[src/rtl/point_figure_column_builder_assert.svh]
// Assertion macros for the point-and-figure column builder
`ifndef POINT_FIGURE_COLUMN_BUILDER_ASSERT_SVH
`define POINT_FIGURE_COLUMN_BUILDER_ASSERT_SVH

// same-cycle implication
`define PFCB_ASSERT_IMP(lbl, clk, rst_n, ante, cons, msg) \
    lbl: assert property (@(posedge clk) disable iff (!rst_n) (ante) |-> (cons)) \
        else $error(msg);

// next-cycle implication
`define PFCB_ASSERT_NXT(lbl, clk, rst_n, ante, cons, msg) \
    lbl: assert property (@(posedge clk) disable iff (!rst_n) (ante) |=> (cons)) \
        else $error(msg);

`endif

[src/rtl/pfcb_pkg.sv]
// Shared types and constants for the point-and-figure column builder
`timescale 1ns / 1ps
package pfcb_pkg;

    localparam int unsigned FIELD_W   = 32;
    localparam int unsigned BOX_W     = 32;
    localparam int unsigned REV_W     = 4;
    localparam int unsigned TURN_W    = 36;
    localparam int unsigned DATA_W    = 32;
    localparam int unsigned ADDR_W    = 3;
    localparam int unsigned ADDR_LSB  = 2;
    localparam logic [BOX_W-1:0] BOX_RESET = 32'd1;
    localparam logic [REV_W-1:0] REV_RESET = 4'd3;

    typedef enum logic {
        REG_BOX_SIZE  = 1'b0,
        REG_REVERSAL  = 1'b1
    } t_reg_idx;

    typedef struct packed {
        logic first;
        logic last;
        logic rising;
    } t_bar_flags;

    typedef struct packed {
        logic full;
        logic empty;
    } t_fifo_stat;

    typedef struct packed {
        logic [FIELD_W-1:0] column_top;
        logic [FIELD_W-1:0] column_bottom;
        logic               column_rising;
        logic               open_flushed;
        logic               last_of_run;
    } t_col_res;

endpackage

[src/rtl/pfcb_if.sv]
// Request channels: price bars in, finished columns out
`timescale 1ns / 1ps
interface pfcb_bar_if;
    import pfcb_pkg::*;
    logic               valid;
    logic               ready;
    logic [FIELD_W-1:0] bar_high;
    logic [FIELD_W-1:0] bar_low;
    logic [FIELD_W-1:0] bar_close;
    logic               first_bar;
    logic               last_bar;

    modport source (output valid, bar_high, bar_low, bar_close, first_bar, last_bar,
                    input ready);
    modport sink   (input valid, bar_high, bar_low, bar_close, first_bar, last_bar,
                    output ready);
endinterface

interface pfcb_col_if;
    import pfcb_pkg::*;
    logic               valid;
    logic               ready;
    logic [FIELD_W-1:0] column_top;
    logic [FIELD_W-1:0] column_bottom;
    logic               column_rising;
    logic               open_flushed;
    logic               last_of_run;

    modport source (output valid, column_top, column_bottom, column_rising, open_flushed,
                    last_of_run, input ready);
    modport sink   (input valid, column_top, column_bottom, column_rising, open_flushed,
                    last_of_run, output ready);
endinterface

[src/rtl/pfcb_fifo.sv]
// Small register queue between the front and back halves
`timescale 1ns / 1ps
module pfcb_fifo #(
    parameter int WIDTH = 8,
    parameter int DEPTH = 2   // power of two
) (
    input  logic                   i_clk,
    input  logic                   i_rst_n,
    input  logic                   i_push,
    input  logic [WIDTH-1:0]       i_data,
    input  logic                   i_pop,
    output logic [WIDTH-1:0]       o_data,
    output pfcb_pkg::t_fifo_stat   o_stat
);
    import pfcb_pkg::*;

    localparam int AW = (DEPTH > 1) ? $clog2(DEPTH) : 1;

    logic [WIDTH-1:0] r_mem [DEPTH];
    logic [AW-1:0]    r_wr;
    logic [AW-1:0]    r_rd;
    logic [AW:0]      r_cnt;

    always_ff @(posedge i_clk) begin
        if (!i_rst_n) begin
            r_wr  <= '0;
            r_rd  <= '0;
            r_cnt <= '0;
        end else begin
            if (i_push) begin
                r_wr <= r_wr + 1'b1;
            end
            if (i_pop) begin
                r_rd <= r_rd + 1'b1;
            end
            if (i_push && !i_pop) begin
                r_cnt <= r_cnt + 1'b1;
            end else if (i_pop && !i_push) begin
                r_cnt <= r_cnt - 1'b1;
            end
        end
    end

    always_ff @(posedge i_clk) begin
        if (i_push) begin
            r_mem[r_wr] <= i_data;
        end
    end

    assign o_data       = r_mem[r_rd];
    assign o_stat.full  = (r_cnt == (AW+1)'(DEPTH));
    assign o_stat.empty = (r_cnt == '0);

endmodule

[src/rtl/pfcb_front.sv]
// Front half: takes bars and floors high and low to the box grid bit-serially
`timescale 1ns / 1ps
module pfcb_front #(
    parameter int PRICE_BITS = 32
) (
    input  logic                        i_clk,
    input  logic                        i_rst_n,
    pfcb_bar_if.sink                    i_bar,
    input  logic [pfcb_pkg::BOX_W-1:0]  i_box,
    input  pfcb_pkg::t_fifo_stat        i_fifo_stat,
    output logic                        o_push,
    output logic [PRICE_BITS-1:0]       o_hi,
    output logic [PRICE_BITS-1:0]       o_lo,
    output logic [PRICE_BITS-1:0]       o_floor_hi,
    output logic [PRICE_BITS-1:0]       o_floor_lo,
    output pfcb_pkg::t_bar_flags        o_flags
);
    import pfcb_pkg::*;

    localparam int P     = PRICE_BITS;
    localparam int XW    = (P > BOX_W) ? P : BOX_W;
    localparam int CNT_W = $clog2(P + 1);

    typedef enum logic [1:0] {S_IDLE, S_DIV, S_PUSH} t_state;

    t_state           r_state;
    logic [CNT_W-1:0] r_cnt;
    logic [P-1:0]     r_hi;
    logic [P-1:0]     r_lo;
    logic [P-1:0]     r_dv_hi;
    logic [P-1:0]     r_dv_lo;
    logic [BOX_W-1:0] r_rem_hi;
    logic [BOX_W-1:0] r_rem_lo;
    t_bar_flags       r_flags;

    logic [P-1:0]     hi_in;
    logic [P-1:0]     lo_in;
    logic [P-1:0]     cl_in;
    logic [P:0]       hl_sum;
    logic             take;

    // one restoring step of the remainder
    function automatic logic [BOX_W-1:0] rem_step(input logic [BOX_W-1:0] rem,
                                                  input logic bit_in,
                                                  input logic [BOX_W-1:0] box);
        logic [BOX_W:0] t;
        t = {rem, bit_in};
        if (t >= {1'b0, box}) begin
            return BOX_W'(t - {1'b0, box});
        end
        return t[BOX_W-1:0];
    endfunction

    assign hi_in  = P'(i_bar.bar_high);
    assign lo_in  = P'(i_bar.bar_low);
    assign cl_in  = P'(i_bar.bar_close);
    assign hl_sum = {1'b0, hi_in} + {1'b0, lo_in};
    assign take   = (r_state == S_IDLE) && i_bar.valid;

    assign i_bar.ready = (r_state == S_IDLE);

    always_ff @(posedge i_clk) begin
        if (!i_rst_n) begin
            r_state <= S_IDLE;
            r_cnt   <= '0;
        end else begin
            unique case (r_state)
                S_IDLE: begin
                    if (i_bar.valid) begin
                        r_state <= S_DIV;
                        r_cnt   <= '0;
                    end
                end
                S_DIV: begin
                    r_cnt <= r_cnt + 1'b1;
                    if (r_cnt == CNT_W'(P - 1)) begin
                        r_state <= S_PUSH;
                    end
                end
                S_PUSH: begin
                    if (!i_fifo_stat.full) begin
                        r_state <= S_IDLE;
                    end
                end
                default: r_state <= S_IDLE;
            endcase
        end
    end

    always_ff @(posedge i_clk) begin
        if (take) begin
            r_hi           <= hi_in;
            r_lo           <= lo_in;
            r_dv_hi        <= hi_in;
            r_dv_lo        <= lo_in;
            r_rem_hi       <= '0;
            r_rem_lo       <= '0;
            r_flags.first  <= i_bar.first_bar;
            r_flags.last   <= i_bar.last_bar;
            r_flags.rising <= hl_sum > {cl_in, 1'b0};
        end else if (r_state == S_DIV) begin
            r_rem_hi <= rem_step(r_rem_hi, r_dv_hi[P-1], i_box);
            r_rem_lo <= rem_step(r_rem_lo, r_dv_lo[P-1], i_box);
            r_dv_hi  <= r_dv_hi << 1;
            r_dv_lo  <= r_dv_lo << 1;
        end
    end

    // remainder never exceeds the price, so floor = price - remainder
    assign o_floor_hi = P'(XW'(r_hi) - XW'(r_rem_hi));
    assign o_floor_lo = P'(XW'(r_lo) - XW'(r_rem_lo));
    assign o_hi       = r_hi;
    assign o_lo       = r_lo;
    assign o_flags    = r_flags;
    assign o_push     = (r_state == S_PUSH) && !i_fifo_stat.full;

endmodule

[src/rtl/pfcb_back.sv]
// Back half: column state update, reversal and flush results, output stage
`timescale 1ns / 1ps
module pfcb_back #(
    parameter int PRICE_BITS = 32
) (
    input  logic                        i_clk,
    input  logic                        i_rst_n,
    input  logic [pfcb_pkg::BOX_W-1:0]  i_box,
    input  logic [pfcb_pkg::TURN_W-1:0] i_turn,
    input  pfcb_pkg::t_fifo_stat        i_fifo_stat,
    input  logic [PRICE_BITS-1:0]       i_hi,
    input  logic [PRICE_BITS-1:0]       i_lo,
    input  logic [PRICE_BITS-1:0]       i_floor_hi,
    input  logic [PRICE_BITS-1:0]       i_floor_lo,
    input  pfcb_pkg::t_bar_flags        i_flags,
    output logic                        o_pop,
    pfcb_col_if.source                  o_col
);
    import pfcb_pkg::*;

    localparam int P  = PRICE_BITS;
    localparam int CW = ((P > TURN_W) ? P : TURN_W) + 1;

    logic         r_started;
    logic         r_rising;
    logic [P-1:0] r_top;
    logic [P-1:0] r_bot;
    logic         r_out_valid;
    t_col_res     r_out;
    logic         r_pend_valid;
    t_col_res     r_pend;

    logic         slot_free;
    logic         take;
    logic [CW-1:0] hi_c, lo_c, box_c, turn_c, top_c, bot_c;
    logic         n_started, n_rising;
    logic [P-1:0] n_top, n_bot;
    logic         rev_hit, flush;
    t_col_res     res_rev, res_fl;

    assign slot_free = !r_out_valid || o_col.ready;
    assign take      = slot_free && !r_pend_valid && !i_fifo_stat.empty;
    assign o_pop     = take;

    assign hi_c   = CW'(i_hi);
    assign lo_c   = CW'(i_lo);
    assign box_c  = CW'(i_box);
    assign turn_c = CW'(i_turn);
    assign top_c  = CW'(r_top);
    assign bot_c  = CW'(r_bot);

    always_comb begin
        n_started = r_started;
        n_rising  = r_rising;
        n_top     = r_top;
        n_bot     = r_bot;
        rev_hit   = 1'b0;
        if (i_flags.first) begin
            n_started = 1'b1;
            n_rising  = i_flags.rising;
            n_top     = i_floor_hi;
            n_bot     = i_floor_lo;
        end else if (r_started) begin
            if (!r_rising) begin
                if (lo_c + box_c <= bot_c) begin
                    n_bot = i_floor_lo;
                end else if (hi_c >= bot_c + turn_c) begin
                    rev_hit  = 1'b1;
                    n_rising = 1'b1;
                    n_bot    = P'(bot_c + box_c);
                    n_top    = i_floor_hi;
                end
            end else begin
                if (hi_c >= top_c + box_c) begin
                    n_top = i_floor_hi;
                end else if (lo_c + turn_c <= top_c) begin
                    rev_hit  = 1'b1;
                    n_rising = 1'b0;
                    n_top    = P'(top_c - box_c);
                    n_bot    = i_floor_lo;
                end
            end
        end
        flush = i_flags.last && n_started;

        res_rev.column_top    = FIELD_W'(r_top);
        res_rev.column_bottom = FIELD_W'(r_bot);
        res_rev.column_rising = r_rising;
        res_rev.open_flushed  = 1'b0;
        res_rev.last_of_run   = !flush;

        res_fl.column_top     = FIELD_W'(n_top);
        res_fl.column_bottom  = FIELD_W'(n_bot);
        res_fl.column_rising  = n_rising;
        res_fl.open_flushed   = 1'b1;
        res_fl.last_of_run    = 1'b1;
    end

    always_ff @(posedge i_clk) begin
        if (!i_rst_n) begin
            r_started    <= 1'b0;
            r_rising     <= 1'b0;
            r_top        <= '0;
            r_bot        <= '0;
            r_out_valid  <= 1'b0;
            r_pend_valid <= 1'b0;
        end else if (slot_free) begin
            if (r_pend_valid) begin
                r_out        <= r_pend;
                r_out_valid  <= 1'b1;
                r_pend_valid <= 1'b0;
            end else if (take) begin
                r_started <= n_started && !flush;
                r_rising  <= n_rising;
                r_top     <= n_top;
                r_bot     <= n_bot;
                if (rev_hit) begin
                    r_out        <= res_rev;
                    r_out_valid  <= 1'b1;
                    r_pend       <= res_fl;
                    r_pend_valid <= flush;
                end else begin
                    r_out       <= res_fl;
                    r_out_valid <= flush;
                end
            end else begin
                r_out_valid <= 1'b0;
            end
        end
    end

    assign o_col.valid         = r_out_valid;
    assign o_col.column_top    = r_out.column_top;
    assign o_col.column_bottom = r_out.column_bottom;
    assign o_col.column_rising = r_out.column_rising;
    assign o_col.open_flushed  = r_out.open_flushed;
    assign o_col.last_of_run   = r_out.last_of_run;

endmodule

[src/rtl/point_figure_column_builder.sv]
// Path: the front half floors high and low to the box grid in a one-bit-per-cycle
//   remainder loop, the queue holds the result, and the back half updates the column
//   and loads the output register. The front takes no new bar until it has pushed the last.
// A bar that closes a column and flushes gives two results, the closed column first, then the flush.
// Reset (i_rst_n low, synchronous): box_size 1, reversal_boxes 3, no series open,
//   queue and output stage empty; no clearing pass.
`timescale 1ns / 1ps
`include "point_figure_column_builder_assert.svh"
module point_figure_column_builder #(
    parameter int PRICE_BITS = 32   // 8 .. 48
) (
    input  logic                         i_clk,
    input  logic                         i_rst_n,
    pfcb_bar_if.sink                     i_bar,
    pfcb_col_if.source                   o_col,
    input  logic                         psel,
    input  logic                         penable,
    input  logic                         pwrite,
    input  logic [pfcb_pkg::ADDR_W-1:0]  paddr,
    input  logic [pfcb_pkg::DATA_W-1:0]  pwdata,
    output logic [pfcb_pkg::DATA_W-1:0]  prdata,
    output logic                         pready
);
    import pfcb_pkg::*;

    localparam int P      = PRICE_BITS;
    localparam int FL_W   = $bits(t_bar_flags);
    localparam int Q_W    = 4 * P + FL_W;
    localparam int Q_DEPTH = 2;

    // configuration registers
    logic [BOX_W-1:0]  r_box;
    logic [REV_W-1:0]  r_rev;
    logic [TURN_W-1:0] r_turn;
    logic [BOX_W-1:0]  w_box;
    logic              w_cfg_wr;
    t_reg_idx          w_reg_idx;

    // front to queue
    logic              w_push;
    logic [P-1:0]      w_f_hi, w_f_lo, w_f_fhi, w_f_flo;
    t_bar_flags        w_f_flags;
    logic [Q_W-1:0]    w_q_in;
    logic [Q_W-1:0]    w_q_out;
    t_fifo_stat        w_fifo_stat;

    // queue to back
    logic              w_pop;
    logic [P-1:0]      w_b_hi, w_b_lo, w_b_fhi, w_b_flo;
    t_bar_flags        w_b_flags;

    // ---------------------------------------------------------------
    // APB register file. Writes complete in the access phase; pready
    // is tied high so there are no wait states.
    // ---------------------------------------------------------------
    assign pready    = 1'b1;
    assign w_cfg_wr  = psel && penable && pwrite && pready;
    assign w_reg_idx = t_reg_idx'(paddr[ADDR_LSB]);

    always_ff @(posedge i_clk) begin
        if (!i_rst_n) begin
            r_box <= BOX_RESET;
            r_rev <= REV_RESET;
        end else if (w_cfg_wr) begin
            unique case (w_reg_idx)
                REG_BOX_SIZE: r_box <= pwdata[BOX_W-1:0];
                REG_REVERSAL: r_rev <= pwdata[REV_W-1:0];
            endcase
        end
    end

    always_comb begin
        unique case (w_reg_idx)
            REG_BOX_SIZE: prdata = DATA_W'(r_box);
            REG_REVERSAL: prdata = DATA_W'(r_rev);
        endcase
    end

    // a box of zero acts as one tick
    assign w_box = (r_box == '0) ? BOX_W'(1) : r_box;

    // turn distance (reversal + 1) boxes, registered and refreshed every cycle; it
    // settles in the cycle after a config write lands in the registers
    always_ff @(posedge i_clk) begin
        r_turn <= (TURN_W'(r_rev) + TURN_W'(1)) * TURN_W'(w_box);
    end

    // ---------------------------------------------------------------
    // Front: bar intake, first-bar direction, box flooring
    // ---------------------------------------------------------------
    pfcb_front #(
        .PRICE_BITS (PRICE_BITS)
    ) u_front (
        .i_clk       (i_clk),
        .i_rst_n     (i_rst_n),
        .i_bar       (i_bar),
        .i_box       (w_box),
        .i_fifo_stat (w_fifo_stat),
        .o_push      (w_push),
        .o_hi        (w_f_hi),
        .o_lo        (w_f_lo),
        .o_floor_hi  (w_f_fhi),
        .o_floor_lo  (w_f_flo),
        .o_flags     (w_f_flags)
    );

    // ---------------------------------------------------------------
    // Queue of classified bars between the halves
    // ---------------------------------------------------------------
    assign w_q_in = {w_f_hi, w_f_lo, w_f_fhi, w_f_flo, w_f_flags};

    pfcb_fifo #(
        .WIDTH (Q_W),
        .DEPTH (Q_DEPTH)
    ) u_queue (
        .i_clk   (i_clk),
        .i_rst_n (i_rst_n),
        .i_push  (w_push),
        .i_data  (w_q_in),
        .i_pop   (w_pop),
        .o_data  (w_q_out),
        .o_stat  (w_fifo_stat)
    );

    assign w_b_hi    = w_q_out[Q_W-1 -: P];
    assign w_b_lo    = w_q_out[Q_W-1-P -: P];
    assign w_b_fhi   = w_q_out[Q_W-1-2*P -: P];
    assign w_b_flo   = w_q_out[Q_W-1-3*P -: P];
    assign w_b_flags = t_bar_flags'(w_q_out[FL_W-1:0]);

    // ---------------------------------------------------------------
    // Back: column state machine and result stage with a one-deep
    // holding slot for the flush that follows a reversal
    // ---------------------------------------------------------------
    pfcb_back #(
        .PRICE_BITS (PRICE_BITS)
    ) u_back (
        .i_clk       (i_clk),
        .i_rst_n     (i_rst_n),
        .i_box       (w_box),
        .i_turn      (r_turn),
        .i_fifo_stat (w_fifo_stat),
        .i_hi        (w_b_hi),
        .i_lo        (w_b_lo),
        .i_floor_hi  (w_b_fhi),
        .i_floor_lo  (w_b_flo),
        .i_flags     (w_b_flags),
        .o_pop       (w_pop),
        .o_col       (o_col)
    );

    // ---------------------------------------------------------------
    // Checks
    // ---------------------------------------------------------------
    `PFCB_ASSERT_IMP(a_push_room, i_clk, i_rst_n, w_push, !w_fifo_stat.full, "push into full queue")
    `PFCB_ASSERT_IMP(a_pop_data, i_clk, i_rst_n, w_pop, !w_fifo_stat.empty, "pop from empty queue")
    `PFCB_ASSERT_NXT(a_front_busy, i_clk, i_rst_n, i_bar.valid && i_bar.ready, !i_bar.ready, "front not busy after request")
    `PFCB_ASSERT_IMP(a_flush_last, i_clk, i_rst_n, o_col.valid && o_col.open_flushed, o_col.last_of_run, "flush not final result")

endmodule

[src/flat_wrapper.sv]
// flat-port wrapper written by rule: the top's interface ports become plain ports
module point_figure_column_builder_flat import pfcb_pkg::*;
#(
    parameter int PRICE_BITS = 32             
)
  (i_clk, i_rst_n, psel, penable, pwrite, paddr, pwdata, prdata, pready, i_bar_valid, i_bar_bar_high, i_bar_bar_low, i_bar_bar_close, i_bar_first_bar, i_bar_last_bar, i_bar_ready, o_col_valid, o_col_column_top, o_col_column_bottom, o_col_column_rising, o_col_open_flushed, o_col_last_of_run, o_col_ready);
  pfcb_bar_if i_bar_i ();
  pfcb_col_if o_col_i ();
  input  logic i_clk;
  input  logic i_rst_n;
  input  logic psel;
  input  logic penable;
  input  logic pwrite;
  input  logic [pfcb_pkg::ADDR_W-1:0] paddr;
  input  logic [pfcb_pkg::DATA_W-1:0] pwdata;
  output logic [pfcb_pkg::DATA_W-1:0] prdata;
  output logic pready;
  input wire logic [$bits(i_bar_i.valid)-1:0] i_bar_valid;
  input wire logic [$bits(i_bar_i.bar_high)-1:0] i_bar_bar_high;
  input wire logic [$bits(i_bar_i.bar_low)-1:0] i_bar_bar_low;
  input wire logic [$bits(i_bar_i.bar_close)-1:0] i_bar_bar_close;
  input wire logic [$bits(i_bar_i.first_bar)-1:0] i_bar_first_bar;
  input wire logic [$bits(i_bar_i.last_bar)-1:0] i_bar_last_bar;
  output wire logic [$bits(i_bar_i.ready)-1:0] i_bar_ready;
  output wire logic [$bits(o_col_i.valid)-1:0] o_col_valid;
  output wire logic [$bits(o_col_i.column_top)-1:0] o_col_column_top;
  output wire logic [$bits(o_col_i.column_bottom)-1:0] o_col_column_bottom;
  output wire logic [$bits(o_col_i.column_rising)-1:0] o_col_column_rising;
  output wire logic [$bits(o_col_i.open_flushed)-1:0] o_col_open_flushed;
  output wire logic [$bits(o_col_i.last_of_run)-1:0] o_col_last_of_run;
  input wire logic [$bits(o_col_i.ready)-1:0] o_col_ready;
  assign i_bar_i.valid = i_bar_valid;
  assign i_bar_i.bar_high = i_bar_bar_high;
  assign i_bar_i.bar_low = i_bar_bar_low;
  assign i_bar_i.bar_close = i_bar_bar_close;
  assign i_bar_i.first_bar = i_bar_first_bar;
  assign i_bar_i.last_bar = i_bar_last_bar;
  assign i_bar_ready = i_bar_i.ready;
  assign o_col_valid = o_col_i.valid;
  assign o_col_column_top = o_col_i.column_top;
  assign o_col_column_bottom = o_col_i.column_bottom;
  assign o_col_column_rising = o_col_i.column_rising;
  assign o_col_open_flushed = o_col_i.open_flushed;
  assign o_col_last_of_run = o_col_i.last_of_run;
  assign o_col_i.ready = o_col_ready;
  point_figure_column_builder #(.PRICE_BITS(PRICE_BITS)) u_core (.i_clk(i_clk), .i_rst_n(i_rst_n), .i_bar(i_bar_i), .o_col(o_col_i), .psel(psel), .penable(penable), .pwrite(pwrite), .paddr(paddr), .pwdata(pwdata), .prdata(prdata), .pready(pready));
endmodule
[config.mk]
export PLATFORM = sky130hd
export DESIGN_NAME = point_figure_column_builder_flat
export DESIGN_NICKNAME = d
export VERILOG_FILES = /design/src/rtl/pfcb_pkg.sv /design/src/rtl/pfcb_if.sv /design/src/rtl/pfcb_fifo.sv /design/src/rtl/pfcb_front.sv /design/src/rtl/pfcb_back.sv /design/src/rtl/point_figure_column_builder.sv /design/src/flat_wrapper.sv
export VERILOG_INCLUDE_DIRS = /design/src /design/src/rtl
export SDC_FILE = /design/constraint.sdc
export NUM_CORES = 2
export LEC_CHECK = 0
export BUFFER_PORTS_ARGS = -buffer_cell sky130_fd_sc_hd__buf_4
export CAP_MARGIN = 25
export CELL_PAD_IN_SITES_DETAIL_PLACEMENT = 2
export CELL_PAD_IN_SITES_GLOBAL_PLACEMENT = 2
export CORE_ASPECT_RATIO = 1.75
export CORE_MARGIN = 2
export CORE_UTILIZATION = 44
export DETAILED_ROUTE_END_ITERATION = 7
export PLACE_DENSITY = 0.88
export RECOVER_POWER = 25
export SLEW_MARGIN = 5
export SYNTH_ARGS = -nofsm -noshare
export SYNTH_HDL_FRONTEND = slang
export SYNTH_SLANG_ARGS = --single-unit
[constraint.sdc]
create_clock -name i_clk -period 17.8 [get_ports i_clk]
set_input_delay 2.67 -clock i_clk [delete_from_list [all_inputs] [get_ports i_clk]]
set_output_delay 2.67 -clock i_clk [all_outputs]
set_load 0.02 [all_outputs]
==> results by group <==
STA
  • Period utilization: 67.95%
  • Relative slew slack: -205.9%
  • Setup TNS: 0 ns
  • Fmax: 82.67 MHz
  • Minimum clock period: 12.10 ns
  • RSZ-0062 raised after global routing: false
  • Clock Skew: 0.04996 ns
  • Final Hold Fails: 0
  • Least-Margin Pin Slew: 4.589 ns
  • Max Transition Viols Final: 118
  • Endpoints failing setup: 0

Setup path
  • Critical Path Most Common Cell: buf_4
  • Worst path slowest cell: or4_1
  • Reg-to-reg endpoint: u_core.u_back.r_pend[36]
  • Crit-path max cell delay: 1.04 ns
  • CP Max Fanout: 60
  • Req. time, crit path: 18.16 ns
  • FF-to-FF path depth: 30
  • CP Class: reg -> reg
  • Arrival @ worst endpoint: 12.45 ns
  • Flop-to-flop setup slack: 5.70 ns
  • Worst Setup End Kind: flop
  • Worst setup SP type: flop

Logic synthesis
  • Most used DFF post-synth: edfxtp_1
  • Main combinational cell family by area after synthesis: compound AO/OA/AOI/OAI gates
  • Synth Cell Area: 55680 um2
  • Xor/xnor share of the synthesized area: 5.616%
  • YS warnings: 0
  • Multiplexer area fraction after synthesis: 3.409%
  • Net Count, Synth: 6829
  • EDFF count, synth: 525
  • Gate Count Post-Synth: 6058
  • Post-synthesis cell type count: 114
  • Async S/R FF share, synth: 0%
  • Top-area cell type share of the netlist area: 28.32%
  • Synth Area in Compound Gates: 19.82%
  • Yosys top cell by area: edfxtp_1
  • Post-synthesis sequential area ratio: 36.12%
  • Simple-gate share of the synthesized area: 14.60%
  • Number of synthesized register bits: 742
  • Avg Inst Size Synth: 9.191 um2
  • Adder-Cell Fraction of Synth Area: 15.78%
  • Synth area leaders: edfxtp_1 28%, ha_1 12%, dfxtp_1 7.8%

Layout
  • Regs by FF count: u_core.u_queue.r_mem (262), u_core.u_back.r_pend (65), u_core.r_turn (36)
  • Largest reg by FF count: u_core.u_queue.r_mem
  • Final Non-Filler Cells: 7946
  • Post-layout nets: 6995
  • Fillers: 13232
  • Area growth from synthesis to layout: 10.95%
  • Share of layout cells above drive strength 1: 9.509%
  • Max reg flops: 262

Die
  • Site Rows: 172
  • Num ports: 242
  • Chip width: 272.9 um
  • Core Footprint: 125500 um2
  • DIE AREA: 129500 um2
  • Die height: 474.6 um
  • Initial Util: 44.38%

CTS
  • TritonCTS buffer count: 78
  • Post-CTS setup buffer count: 0
  • CTS sink cnt: 742
  • Resized cells post-CTS: 0
  • Register clock-pin slew on the reported worst setup and hold paths: 0.07 ns
  • CTS Buffer Depth: 3
  • Number of H-tree levels: 3
  • CTS root buffer: clkbuf_16
  • CTS Hold Bufs: 0
  • Skew-Pair Late Insertion Delay: 0.75 ns
  • CTS tree: done

Min path
  • Hold endpoint: u_core.u_back.o_col.column_bottom[10]
  • Hold Crit Class: reg -> reg
  • Hold_sp: u_core.u_back.r_pend[13]
  • Hold Path Depth: 2

Pwr
  • Pwr Density: 169.5 nW/um2
  • P_leak: 25.52 nW
  • Peak supply drop: 0.09773 mV

Placement
  • DP HPWL: 202700 um
  • RePlAce Congestion: 0.9618
  • Placed cell count: 7788
  • Port Buffers: 238

Routing
  • DR DRC count: 0
  • DR iter-0 viols: 4909
  • Drt pass-1 iters: 8
  • Routed WL: 288400 um
  • Vias: 54238
  • Vias/cell: 6.826
  • Routed WL per cell: 36.29 um
  • Post-route ant nets: 0

Global route
  • Pin count of the biggest net entering global routing: 68
  • Gr usage total: 43.64%
  • Initial antenna violation count: 13
  • Number of global-route vias before repair: 59778
  • Grt ovf: 0
  • Global-route wire length before repair: 412800 um

Flow run
  • Maxcap violations: 2

Status
  • Violated checks: max-capacitance violations, max-slew violations
  • Status: finished with violations
[synth_stat cells, types with 55 or more instances]
cell type    n
mux2i_1     94
xnor2_1    247
o211ai_1    55
inv_1      393
a31oi_1     56
fa_1        97
clkbuf_1   193
nor3_1      98
nand2_1    707
nand3_1    117
xor2_1     110
nand2b_1    57
o21a_1      72
ha_1       534
dfxtp_1    217
edfxtp_1   525
a21oi_1    502
and2_1      71
nand4_1     70
o21ai_0    319
o22ai_1     59
nor2_1     429
mux2_2      79
a21o_1     181
[cell type report]
cell class | instances | area (um2) | share of cell area [%]
flip-flops and latches | 742 | 20120 | 32.56
clock buffers | 104 | 2131 | 3.449
multi-input cells | 4653 | 33120 | 53.61
diodes | 4 | 10.01 | 0.01620
clock inverters | 41 | 411.6 | 0.6664
inverters | 405 | 1528 | 2.473
well taps | 1653 | 2068 | 3.348
repair buffers | 344 | 2395 | 3.877
[worst max-delay path, delay by kind of cell (launching register included)]
family,cells,cell delay (ns)
fa+ha+maj,2,0.70
flops,1,0.64
mux,2,0.81
xor+xnor,1,0.15
compound gates,12,3.09
simple gates,9,4.13
buf+inv,4,2.02
[metrics by stage]
| step | utilization, % | setup slack (ns) | cell area [um2] | hold WS (ns) | total power [W] |
|---|---|---|---|---|---|
| 2_1_floorplan | - | 6.443 | 55680 | 0.4215 | 0.006061 |
| 3_3_place_gp | 47.29 | 6.574 | 59330 | 0.4639 | 0.007767 |
| 3_5_place_dp | 47.32 | 6.492 | 59360 | 0.4745 | 0.008183 |
| 4_1_cts | 49.34 | 6.390 | 61910 | 0.5151 | 0.01019 |
| 5_1_grt | 49.24 | 5.550 | 61770 | 0.5498 | 0.01079 |
| 6_report | 49.24 | 5.704 | 61780 | 0.5199 | 0.01047 |
[routing by layer]
layer,global-route usage (%),wire length (um),vias up,share of wire (%)
met5,0,69,-,0.024
met4,38.32,30060,10,10
met3,9.183,22030,1356,7.6
met2,74.04,137800,3231,48
met1,45.53,98460,27348,34
li1,-,-,22293,-
[power by group]
part | total [W] | switching (W) | internal, W | leakage [nW]
Clock | 0.00178 | 0.000860 | 0.000916 | 1.23
Sequential | 0.00253 | 0.000317 | 0.00222 | 6.62
Combinational | 0.00616 | 0.00417 | 0.00199 | 17.7
[logic make-up (layout without fill, tap and decap cells)]
family,after synthesis,in the layout
AND/OR/NAND/NOR,1777,1777
AO/OA/AOI/OAI,1694,1694
flip-flops,742,742
buffers and inverters,663,894
adder cells (fa/ha/maj),647,647
XOR/XNOR,357,357
multiplexers,177,177
other,1,5
[placed cells by master (no fill, tap or decap), types with 34 or more instances in the layout]
cell / count
or3_1: 34
o21a_1: 70
a21oi_1: 502
edfxtp_1: 525
xor2_1: 109
nor2_1: 422
ha_1: 534
o21bai_1: 40
nand2_1: 706
and2_1: 70
nand4_1: 70
fa_1: 97
mux2_2: 79
dfxtp_1: 215
clkbuf_1: 87
a211oi_1: 53
o22ai_1: 59
clkbuf_16: 79
a31oi_1: 55
o211ai_1: 55
nand3_1: 117
xnor2_1: 246
nor3_1: 97
nor2b_1: 53
buf_4: 268
a21o_1: 181
inv_1: 392
mux2i_1: 94
nand2b_1: 56
o21ai_0: 318
[how the worst max path moves through the flow]
stage / depth (start not counted) / start / to / slack [ns]
after floorplan: 34 / flop / u_core.u_back.r_pend[10] / 6.44
after global placement: 30 / flop / u_core.u_back.r_pend[35] / 6.57
after detailed placement: 30 / flop / u_core.u_back.r_pend[38] / 6.49
after CTS: 30 / flop / u_core.u_back.r_pend[36] / 6.39
after global routing: 30 / flop / u_core.u_back.r_pend[36] / 5.55
final: 30 / flop / u_core.u_back.r_pend[36] / 5.70
(Power assumes the default switching activity.)
